### config.mk
export PLATFORM = sky130hd
export DESIGN_NAME = integer_set_table_top
export DESIGN_NICKNAME = d
export VERILOG_FILES = /design/src/hdl/isetb_pkg.sv /design/src/hdl/isetb_mem.sv /design/src/hdl/isetb_ctrl.sv /design/src/hdl/integer_set_table_top.sv
export SDC_FILE = /design/constraint.sdc
export NUM_CORES = 2
export LEC_CHECK = 0
export BUFFER_PORTS_ARGS = -buffer_cell sky130_fd_sc_hd__buf_2
export CORE_ASPECT_RATIO = 1.75
export CORE_UTILIZATION = 30
export CTS_CLUSTER_SIZE = 40
export DETAILED_ROUTE_END_ITERATION = 10
export PLACE_DENSITY = 0.56
export SYNTH_ARGS = -nofsm -noshare
export SYNTH_HDL_FRONTEND = slang
export SYNTH_SLANG_ARGS = --single-unit
### constraint.sdc
create_clock -name i_clk -period 7.1 [get_ports i_clk]
set_clock_uncertainty 0.15 [all_clocks]
set_input_delay 1.42 -clock i_clk [delete_from_list [all_inputs] [get_ports i_clk]]
set_output_delay 1.42 -clock i_clk [all_outputs]
set_load 0.01 [all_outputs]
### src/hdl/isetb_pkg.sv
// ----------------------------------------------------------------------------
// isetb_pkg
// Shared types and constants for the integer set table: command codes,
// result record and the biased bounds used by the range search.
// ----------------------------------------------------------------------------
package isetb_pkg;

    // Default number of table slots
    localparam int ISETB_CAPACITY = 64;

    // Field widths
    localparam int VALUE_W = 32;
    localparam int COUNT_W = 7;
    localparam int CMD_W   = 2;

    // Flipping the sign bit makes unsigned order match signed order
    localparam logic [VALUE_W-1:0] SIGN_BIAS  = 32'h8000_0000;
    // INT_MAX and INT_MIN in biased form
    localparam logic [VALUE_W-1:0] BIASED_MAX = 32'hFFFF_FFFF;
    localparam logic [VALUE_W-1:0] BIASED_MIN = 32'h0000_0000;

    // Request kinds
    typedef enum logic [CMD_W-1:0] {
        CMD_ADD    = 2'd0,
        CMD_REMOVE = 2'd1,
        CMD_QUERY  = 2'd2,
        CMD_RANGE  = 2'd3
    } t_cmd;

    // One result record handed from the sequencer to the output stage
    typedef struct packed {
        logic [VALUE_W-1:0] range_value;
        logic               empty_res;
        logic [COUNT_W-1:0] element_count;
        logic               full_reject;
        logic               success;
    } t_result;

endpackage

### src/hdl/isetb_mem.sv
// ----------------------------------------------------------------------------
// isetb_mem
// Slot memory: one write port and one read port, registered read data.
// Each word holds a valid mark above the stored value.
// ----------------------------------------------------------------------------
module isetb_mem
    import isetb_pkg::*;
#(
    parameter int DEPTH = ISETB_CAPACITY,
    parameter int AW    = (DEPTH > 1) ? $clog2(DEPTH) : 1
) (
    input  logic             i_clk,
    input  logic             i_we,
    input  logic [AW-1:0]    i_waddr,
    input  logic [VALUE_W:0] i_wdata,
    input  logic [AW-1:0]    i_raddr,
    output logic [VALUE_W:0] o_rdata
);

    logic [VALUE_W:0] r_mem [DEPTH];
    logic [VALUE_W:0] r_rdata;

    // Write port
    always_ff @(posedge i_clk) begin
        if (i_we) begin
            r_mem[i_waddr] <= i_wdata;
        end
    end

    // Read port, registered read data
    always_ff @(posedge i_clk) begin
        r_rdata <= r_mem[i_raddr];
    end

    assign o_rdata = r_rdata;

endmodule

### src/hdl/isetb_ctrl.sv
// ----------------------------------------------------------------------------
// isetb_ctrl
// Request sequencer: clears the slot memory after reset, then per request
// scans every slot once, applies the change and produces one result.
// ----------------------------------------------------------------------------
module isetb_ctrl
    import isetb_pkg::*;
#(
    parameter int CAPACITY = ISETB_CAPACITY,
    parameter int AW       = (CAPACITY > 1) ? $clog2(CAPACITY) : 1,
    parameter int CNTW     = $clog2(CAPACITY + 1)
) (
    input  logic               i_clk,
    input  logic               i_rst_n,
    // request side
    input  logic               i_req_valid,
    output logic               o_req_ready,
    input  t_cmd               i_req_cmd,
    input  logic [VALUE_W-1:0] i_req_value,
    // result side
    output logic               o_res_valid,
    input  logic               i_res_ready,
    output t_result            o_res,
    // slot memory
    output logic               o_mem_we,
    output logic [AW-1:0]      o_mem_waddr,
    output logic [VALUE_W:0]   o_mem_wdata,
    output logic [AW-1:0]      o_mem_raddr,
    input  logic [VALUE_W:0]   i_mem_rdata
);

    localparam logic [AW-1:0]   LAST_ADDR = AW'(CAPACITY - 1);
    localparam logic [CNTW-1:0] CAP_COUNT = CNTW'(CAPACITY);

    typedef enum logic [4:0] {
        ST_CLEAR  = 5'b00001,
        ST_IDLE   = 5'b00010,
        ST_SCAN   = 5'b00100,
        ST_UPDATE = 5'b01000,
        ST_DONE   = 5'b10000
    } t_state;

    // control state
    t_state          r_state, n_state;
    logic [CNTW-1:0] r_count, n_count;
    logic [AW-1:0]   r_addr, n_addr;
    logic            r_issue_done, n_issue_done;
    logic            r_pend, n_pend;
    // request and scan payload
    logic [AW-1:0]      r_pend_idx, n_pend_idx;
    t_cmd               r_cmd, n_cmd;
    logic [VALUE_W-1:0] r_value, n_value;
    logic               r_found, n_found;
    logic [AW-1:0]      r_found_idx, n_found_idx;
    logic               r_free, n_free;
    logic [AW-1:0]      r_free_idx, n_free_idx;
    logic               r_any, n_any;
    logic [VALUE_W-1:0] r_lo, n_lo;
    logic [VALUE_W-1:0] r_hi, n_hi;
    t_result            r_res, n_res;

    logic               w_slot_valid;
    logic [VALUE_W-1:0] w_slot_key;

    assign w_slot_valid = i_mem_rdata[VALUE_W];
    assign w_slot_key   = i_mem_rdata[VALUE_W-1:0] ^ SIGN_BIAS;

    // Sequencer and scan accumulators
    always_comb begin
        n_state      = r_state;
        n_count      = r_count;
        n_addr       = r_addr;
        n_issue_done = r_issue_done;
        n_pend       = 1'b0;
        n_pend_idx   = r_pend_idx;
        n_cmd        = r_cmd;
        n_value      = r_value;
        n_found      = r_found;
        n_found_idx  = r_found_idx;
        n_free       = r_free;
        n_free_idx   = r_free_idx;
        n_any        = r_any;
        n_lo         = r_lo;
        n_hi         = r_hi;
        n_res        = r_res;
        o_mem_we     = 1'b0;
        o_mem_waddr  = r_addr;
        o_mem_wdata  = '0;

        unique case (r_state)
            ST_CLEAR: begin
                // sweep the memory, one slot a cycle
                o_mem_we = 1'b1;
                if (r_addr == LAST_ADDR) begin
                    n_state = ST_IDLE;
                end else begin
                    n_addr = r_addr + AW'(1);
                end
            end
            ST_IDLE: begin
                if (i_req_valid) begin
                    n_state      = ST_SCAN;
                    n_cmd        = i_req_cmd;
                    n_value      = i_req_value;
                    n_addr       = '0;
                    n_issue_done = 1'b0;
                    n_found      = 1'b0;
                    n_free       = 1'b0;
                    n_any        = 1'b0;
                    n_lo         = BIASED_MAX;
                    n_hi         = BIASED_MIN;
                end
            end
            ST_SCAN: begin
                // issue the next read
                if (!r_issue_done) begin
                    n_pend     = 1'b1;
                    n_pend_idx = r_addr;
                    if (r_addr == LAST_ADDR) begin
                        n_issue_done = 1'b1;
                    end else begin
                        n_addr = r_addr + AW'(1);
                    end
                end
                // fold in the slot read last cycle
                if (r_pend) begin
                    if (w_slot_valid) begin
                        n_any = 1'b1;
                        if (w_slot_key < r_lo) n_lo = w_slot_key;
                        if (w_slot_key > r_hi) n_hi = w_slot_key;
                        if (!r_found && i_mem_rdata[VALUE_W-1:0] == r_value) begin
                            n_found     = 1'b1;
                            n_found_idx = r_pend_idx;
                        end
                    end else if (!r_free) begin
                        n_free     = 1'b1;
                        n_free_idx = r_pend_idx;
                    end
                    if (r_pend_idx == LAST_ADDR) begin
                        n_state = ST_UPDATE;
                    end
                end
            end
            ST_UPDATE: begin
                // apply the change and build the result
                n_res.success     = 1'b0;
                n_res.full_reject = 1'b0;
                n_res.range_value = '0;
                case (r_cmd)
                    CMD_ADD: begin
                        if (!r_found) begin
                            if (r_count >= CAP_COUNT || !r_free) begin
                                n_res.full_reject = 1'b1;
                            end else begin
                                o_mem_we      = 1'b1;
                                o_mem_waddr   = r_free_idx;
                                o_mem_wdata   = {1'b1, r_value};
                                n_count       = r_count + CNTW'(1);
                                n_res.success = 1'b1;
                            end
                        end
                    end
                    CMD_REMOVE: begin
                        if (r_found) begin
                            o_mem_we      = 1'b1;
                            o_mem_waddr   = r_found_idx;
                            o_mem_wdata   = {1'b0, r_value};
                            if (r_count != '0) n_count = r_count - CNTW'(1);
                            n_res.success = 1'b1;
                        end
                    end
                    CMD_QUERY: begin
                        n_res.success = r_found;
                    end
                    default: begin
                        if (r_any) begin
                            n_res.success     = 1'b1;
                            n_res.range_value = r_hi - r_lo;
                        end
                    end
                endcase
                n_res.element_count = COUNT_W'(n_count);
                n_res.empty_res     = (n_count == '0);
                n_state             = ST_DONE;
            end
            ST_DONE: begin
                // hold the result until the output stage takes it
                if (i_res_ready) begin
                    n_state = ST_IDLE;
                end
            end
            default: begin
                n_state = ST_CLEAR;
                n_addr  = '0;
            end
        endcase
    end

    // Control registers
    always_ff @(posedge i_clk) begin
        if (!i_rst_n) begin
            r_state      <= ST_CLEAR;
            r_count      <= '0;
            r_addr       <= '0;
            r_issue_done <= 1'b0;
            r_pend       <= 1'b0;
        end else begin
            r_state      <= n_state;
            r_count      <= n_count;
            r_addr       <= n_addr;
            r_issue_done <= n_issue_done;
            r_pend       <= n_pend;
        end
    end

    // Payload registers
    always_ff @(posedge i_clk) begin
        r_pend_idx  <= n_pend_idx;
        r_cmd       <= n_cmd;
        r_value     <= n_value;
        r_found     <= n_found;
        r_found_idx <= n_found_idx;
        r_free      <= n_free;
        r_free_idx  <= n_free_idx;
        r_any       <= n_any;
        r_lo        <= n_lo;
        r_hi        <= n_hi;
        r_res       <= n_res;
    end

    assign o_req_ready = (r_state == ST_IDLE);
    assign o_res_valid = (r_state == ST_DONE);
    assign o_res       = r_res;
    assign o_mem_raddr = r_addr;

endmodule

### src/hdl/integer_set_table_top.sv
// ----------------------------------------------------------------------------
// integer_set_table_top
// Bounded set of signed 32-bit integers with add, remove, membership query
// and range (maximum minus minimum) requests, held in a scanned slot memory.
// ----------------------------------------------------------------------------
//  Channel   Direction  tdata (low bit up)                       tuser
//  s_axis    in         value[31:0]                              command[1:0]
//  m_axis    out        success, full_reject, element_count[6:0],  -
//                       empty_res, range_value[31:0], zero pad
//
//  A request passes through a read pass over every slot (registered read
//  data), an update step and a handoff to the output register before its
//  result shows on m_axis; the block then returns to idle for the next request.
//  After reset the slot memory is swept clear, during which s_axis_tready
//  stays low. A result waits in the output register while
//  the next request is accepted; a stalled m_axis holds further results back.
// ----------------------------------------------------------------------------
module integer_set_table_top
    import isetb_pkg::*;
#(
    parameter int CAPACITY = ISETB_CAPACITY
) (
    input  logic        i_clk,
    input  logic        i_rst_n,
    input  logic        i_s_axis_tvalid,
    output logic        o_s_axis_tready,
    input  logic [31:0] i_s_axis_tdata,   // value[31:0]
    input  logic [1:0]  i_s_axis_tuser,   // command[1:0]
    output logic        o_m_axis_tvalid,
    input  logic        i_m_axis_tready,
    output logic [47:0] o_m_axis_tdata    // success, full_reject, element_count[6:0],
                                          // empty_res, range_value[31:0], pad[47:42]
);

    localparam int AW = (CAPACITY > 1) ? $clog2(CAPACITY) : 1;

    logic             w_mem_we;
    logic [AW-1:0]    w_mem_waddr;
    logic [VALUE_W:0] w_mem_wdata;
    logic [AW-1:0]    w_mem_raddr;
    logic [VALUE_W:0] w_mem_rdata;
    logic             w_res_valid;
    logic             w_res_ready;
    t_result          w_res;

    logic             r_out_valid;
    logic [47:0]      r_out_data;

    isetb_mem #(
        .DEPTH (CAPACITY),
        .AW    (AW)
    ) u_mem (
        .i_clk   (i_clk),
        .i_we    (w_mem_we),
        .i_waddr (w_mem_waddr),
        .i_wdata (w_mem_wdata),
        .i_raddr (w_mem_raddr),
        .o_rdata (w_mem_rdata)
    );

    isetb_ctrl #(
        .CAPACITY (CAPACITY),
        .AW       (AW)
    ) u_ctrl (
        .i_clk       (i_clk),
        .i_rst_n     (i_rst_n),
        .i_req_valid (i_s_axis_tvalid),
        .o_req_ready (o_s_axis_tready),
        .i_req_cmd   (t_cmd'(i_s_axis_tuser)),
        .i_req_value (i_s_axis_tdata),
        .o_res_valid (w_res_valid),
        .i_res_ready (w_res_ready),
        .o_res       (w_res),
        .o_mem_we    (w_mem_we),
        .o_mem_waddr (w_mem_waddr),
        .o_mem_wdata (w_mem_wdata),
        .o_mem_raddr (w_mem_raddr),
        .i_mem_rdata (w_mem_rdata)
    );

    // Output register: load when empty or when the held transaction leaves
    assign w_res_ready = !r_out_valid || i_m_axis_tready;

    always_ff @(posedge i_clk) begin
        if (!i_rst_n) begin
            r_out_valid <= 1'b0;
        end else if (w_res_ready) begin
            r_out_valid <= w_res_valid;
        end
    end

    always_ff @(posedge i_clk) begin
        if (w_res_valid && w_res_ready) begin
            r_out_data <= {6'b0, w_res.range_value, w_res.empty_res,
                           w_res.element_count, w_res.full_reject, w_res.success};
        end
    end

    assign o_m_axis_tvalid = r_out_valid;
    assign o_m_axis_tdata  = r_out_data;

endmodule

==> results.md <==
* RSZ-0062 raised after global routing: false
* Detailed Route WL at 231000 um
* Max Slew Vio Count at 0
* Vias in the first global route at 46166
* Final Hold Fails at 0
* Pin count of the biggest net entering global routing at 127
* Post-route clock period utilization at 72.3%
* Max_slew headroom at 12.0%
* Max cap viols at 0
* Clk buf depth at 4
* Post-DRT Antenna Nets at 0
* Failing checks: DRC
* Top-area cell type share of the netlist area at 74.4%
* Worst vdd ir at 0.189 mV
* Worst-path clk slew at 0.07 ns
* Wirelength per Cell at 26.2 um
* Commonest cells in the netlist: edfxtp_1, mux4_2, nor2_1
* Via count at 43210
* Post-route cell area at 106000 um2
* CTS root buf: clkbuf_16
* GPL Wtd Cong at 0.842
* Largest family of logic cells by synthesized area: multiplexers
* Flops & latches, synth at 2369
* Min-delay worst type: flip-flop to flip-flop
* Post-Syn Area at 93400 um2
* Vias per Instance at 4.91
* Post-DP Area at 99500 um2
* Most common cell in the netlist: edfxtp_1
* Post-layout net count at 4688
* Number of buffers created by CTS at 209
* Starting density of the core at 30.2%
* # rows at 270
* Distinct cell type count after synthesis at 73
* Cell count after synthesis at 4354
* Initial DRT Pass Iterations at 9
* Worst skew pair latency at 0.89 ns
* Total number of yosys warnings at 0
* FFs w/ async S/R, synth at 0%
* Setup TNS Final at 0 ns
* Top cells by area, synth: edfxtp_1, mux4_2, ha_1
* Core area at 309000 um2
* IO Port Bufs at 81
* Layout cell share with drive strength beyond 1 at 26.7%
* Mux cell area share after synthesis at 16.0%
* Crit Path Category: flip-flop to flip-flop
* Iter 0 DRT Violations at 3596
* TritonCTS clock tree: yes
* First-pass GRT wire length at 335000 um
* Remaining DRCs at 54
* Min-Delay Path Depth at 0
* CTS sink cnt at 2369
* Layout Utilization at 34.4%
* Die Wd at 424 um
* Critical path arrival at 5.54 ns
* Die H at 740 um
* EDFF count, synth at 2315
* Final setup violation count at 0
* Area leader, netlist: edfxtp_1
* Most used DFF post-synth: edfxtp_1
* Reg2Reg Depth at 10
* Dpl cells at 8418
* Non-filler cells, final at 8801
* DP HPWL at 148000 um
* Synth Area in Simple Gates at 2.81%
* Ports at 88
* Tightest Pin Transition at 1.31 ns
* Initial antenna violation count at 4
* H-tree depth at 4
* Post-CTS Hold Buffers at 0
* CP Launch Type: flip-flop
* Crit. End Element: flip-flop
* Register area share after synthesis at 75.6%
* Outcome: complete, but fails checks
* Pwr dens at 279 nW/um2
* Post-synthesis xor/xnor area fraction at 0.544%
* Compound-Gate Fraction of Synth Area at 2.30%
* Crit path time final at 5.13 ns
* Leak pwr at 28.0 nW
* Post-CTS setup buffer count at 0
* Worst-path maximum fanout at 21
* Overall Global Routing Usage at 14.6%
* CP required at 7.50 ns
* Fmax at 195 MHz
* Reg-to-reg setup timing slack at 1.97 ns
* Post_cts resized at 0
* Area of the die at 314000 um2
* Mapped Avg Cell Area at 21.4 um2
* Post-Synth Adder-Cell Area at 1.36%
* Total grt overflow at 0
* Area grow syn2layout at 13.8%
-- path summary, 6_finish.rpt --
kind                         start            endpoint
hold / removal    u_ctrl.o_res[12]  o_m_axis_tdata[12]
setup / recovery   u_ctrl.r_cmd[0]  u_mem.r_mem[50][1]
setup reg to reg   u_ctrl.r_cmd[0]  u_mem.r_mem[50][1]
hold reg to reg   u_ctrl.o_res[12]  o_m_axis_tdata[12]
-- layout by cell type (no fill, tap or decap), drive strengths merged, types with 22 or more instances in the layout --
master,instances
a211oi,68
nand2,75
nor2,122
clkbuf,277
clkinv,66
bufinv,22
buf,193
ha,100
dfxtp,54
and3,40
edfxtp,2315
and2,42
nand4,24
nor3,29
nor2b,61
nand3,25
mux4,636
a21o,34
mux2i,60
o21ai,51
inv,84
nand2b,46
xor2,41
a21oi,109
-- cells by family after synthesis --
kind of cell,after synthesis
buffers and inverters,294
other,1
XOR/XNOR,58
multiplexers,699
AND/OR/NAND/NOR,499
AO/OA/AOI/OAI,333
adder cells (fa/ha/maj),101
flip-flops,2369
-- per-stage QoR --
| stage | setup WS (ns) | total power (W) | hold WS (ns) |
|---|---|---|---|
| 2_1_floorplan | 1.93 | 0.0175 | 0.250 |
| 3_3_place_gp | 2.01 | 0.0185 | 0.251 |
| 3_5_place_dp | 1.95 | 0.0186 | 0.255 |
| 4_1_cts | 2.01 | 0.0300 | 0.272 |
| 5_1_grt | 1.67 | 0.0305 | 0.276 |
| 6_report | 1.97 | 0.0297 | 0.270 |
-- routing by layer --
layer | wire length [um] | track usage (%) | part of all wire [%]
met5 | 0 | 0 | 0
met4 | 8250 | 5.08 | 3.6
met2 | 129000 | 27.8 | 56
met3 | 8650 | 1.57 | 3.7
met1 | 85000 | 16.6 | 37
-- flip-flops by register name (all words and copies together), names as in the netlist, 7 cells and up --
signal          cells
u_ctrl.r_count      7
o_m_axis_tdata     42
u_ctrl.o_res       42
u_ctrl.r_hi        32
u_mem.o_rdata      33
u_mem.r_mem      2112
u_ctrl.r_value     32
u_ctrl.r_lo        32
-- report_power, final --
part	leakage, nW	switching, W	total (W)	internal, W
combinational	7.07	0.00140	0.00245	0.00105
sequential	17.6	0.000371	0.0157	0.0154
clock	3.32	0.00506	0.0115	0.00646
total	28.0	0.00683	0.0297	0.0229
-- worst max-delay path, cell delays in order (launching register included) --
cell and delay, ns:
edfxtp_1 0.43, inv_1 0.08, ha_1 0.30, and4bb_2 0.51, nor2_1 0.12, a211o_1 0.38
a21oi_1 0.52, nand4_1 0.72, nand2b_1 0.51, nor2_4 0.72, buf_4 0.38
-- cell type report --
cell class              count  area, um2
flip-flops and latches   2369      70600
repair buffers            193       1380
inverters                  80        303
well taps                4080       5100
diodes                      5       12.5
clock inverters           101       1090
fillers                 28738     203000
clock buffers             277       5720
multi-input cells        1696      22100
Power figures use the tool's default switching activity.
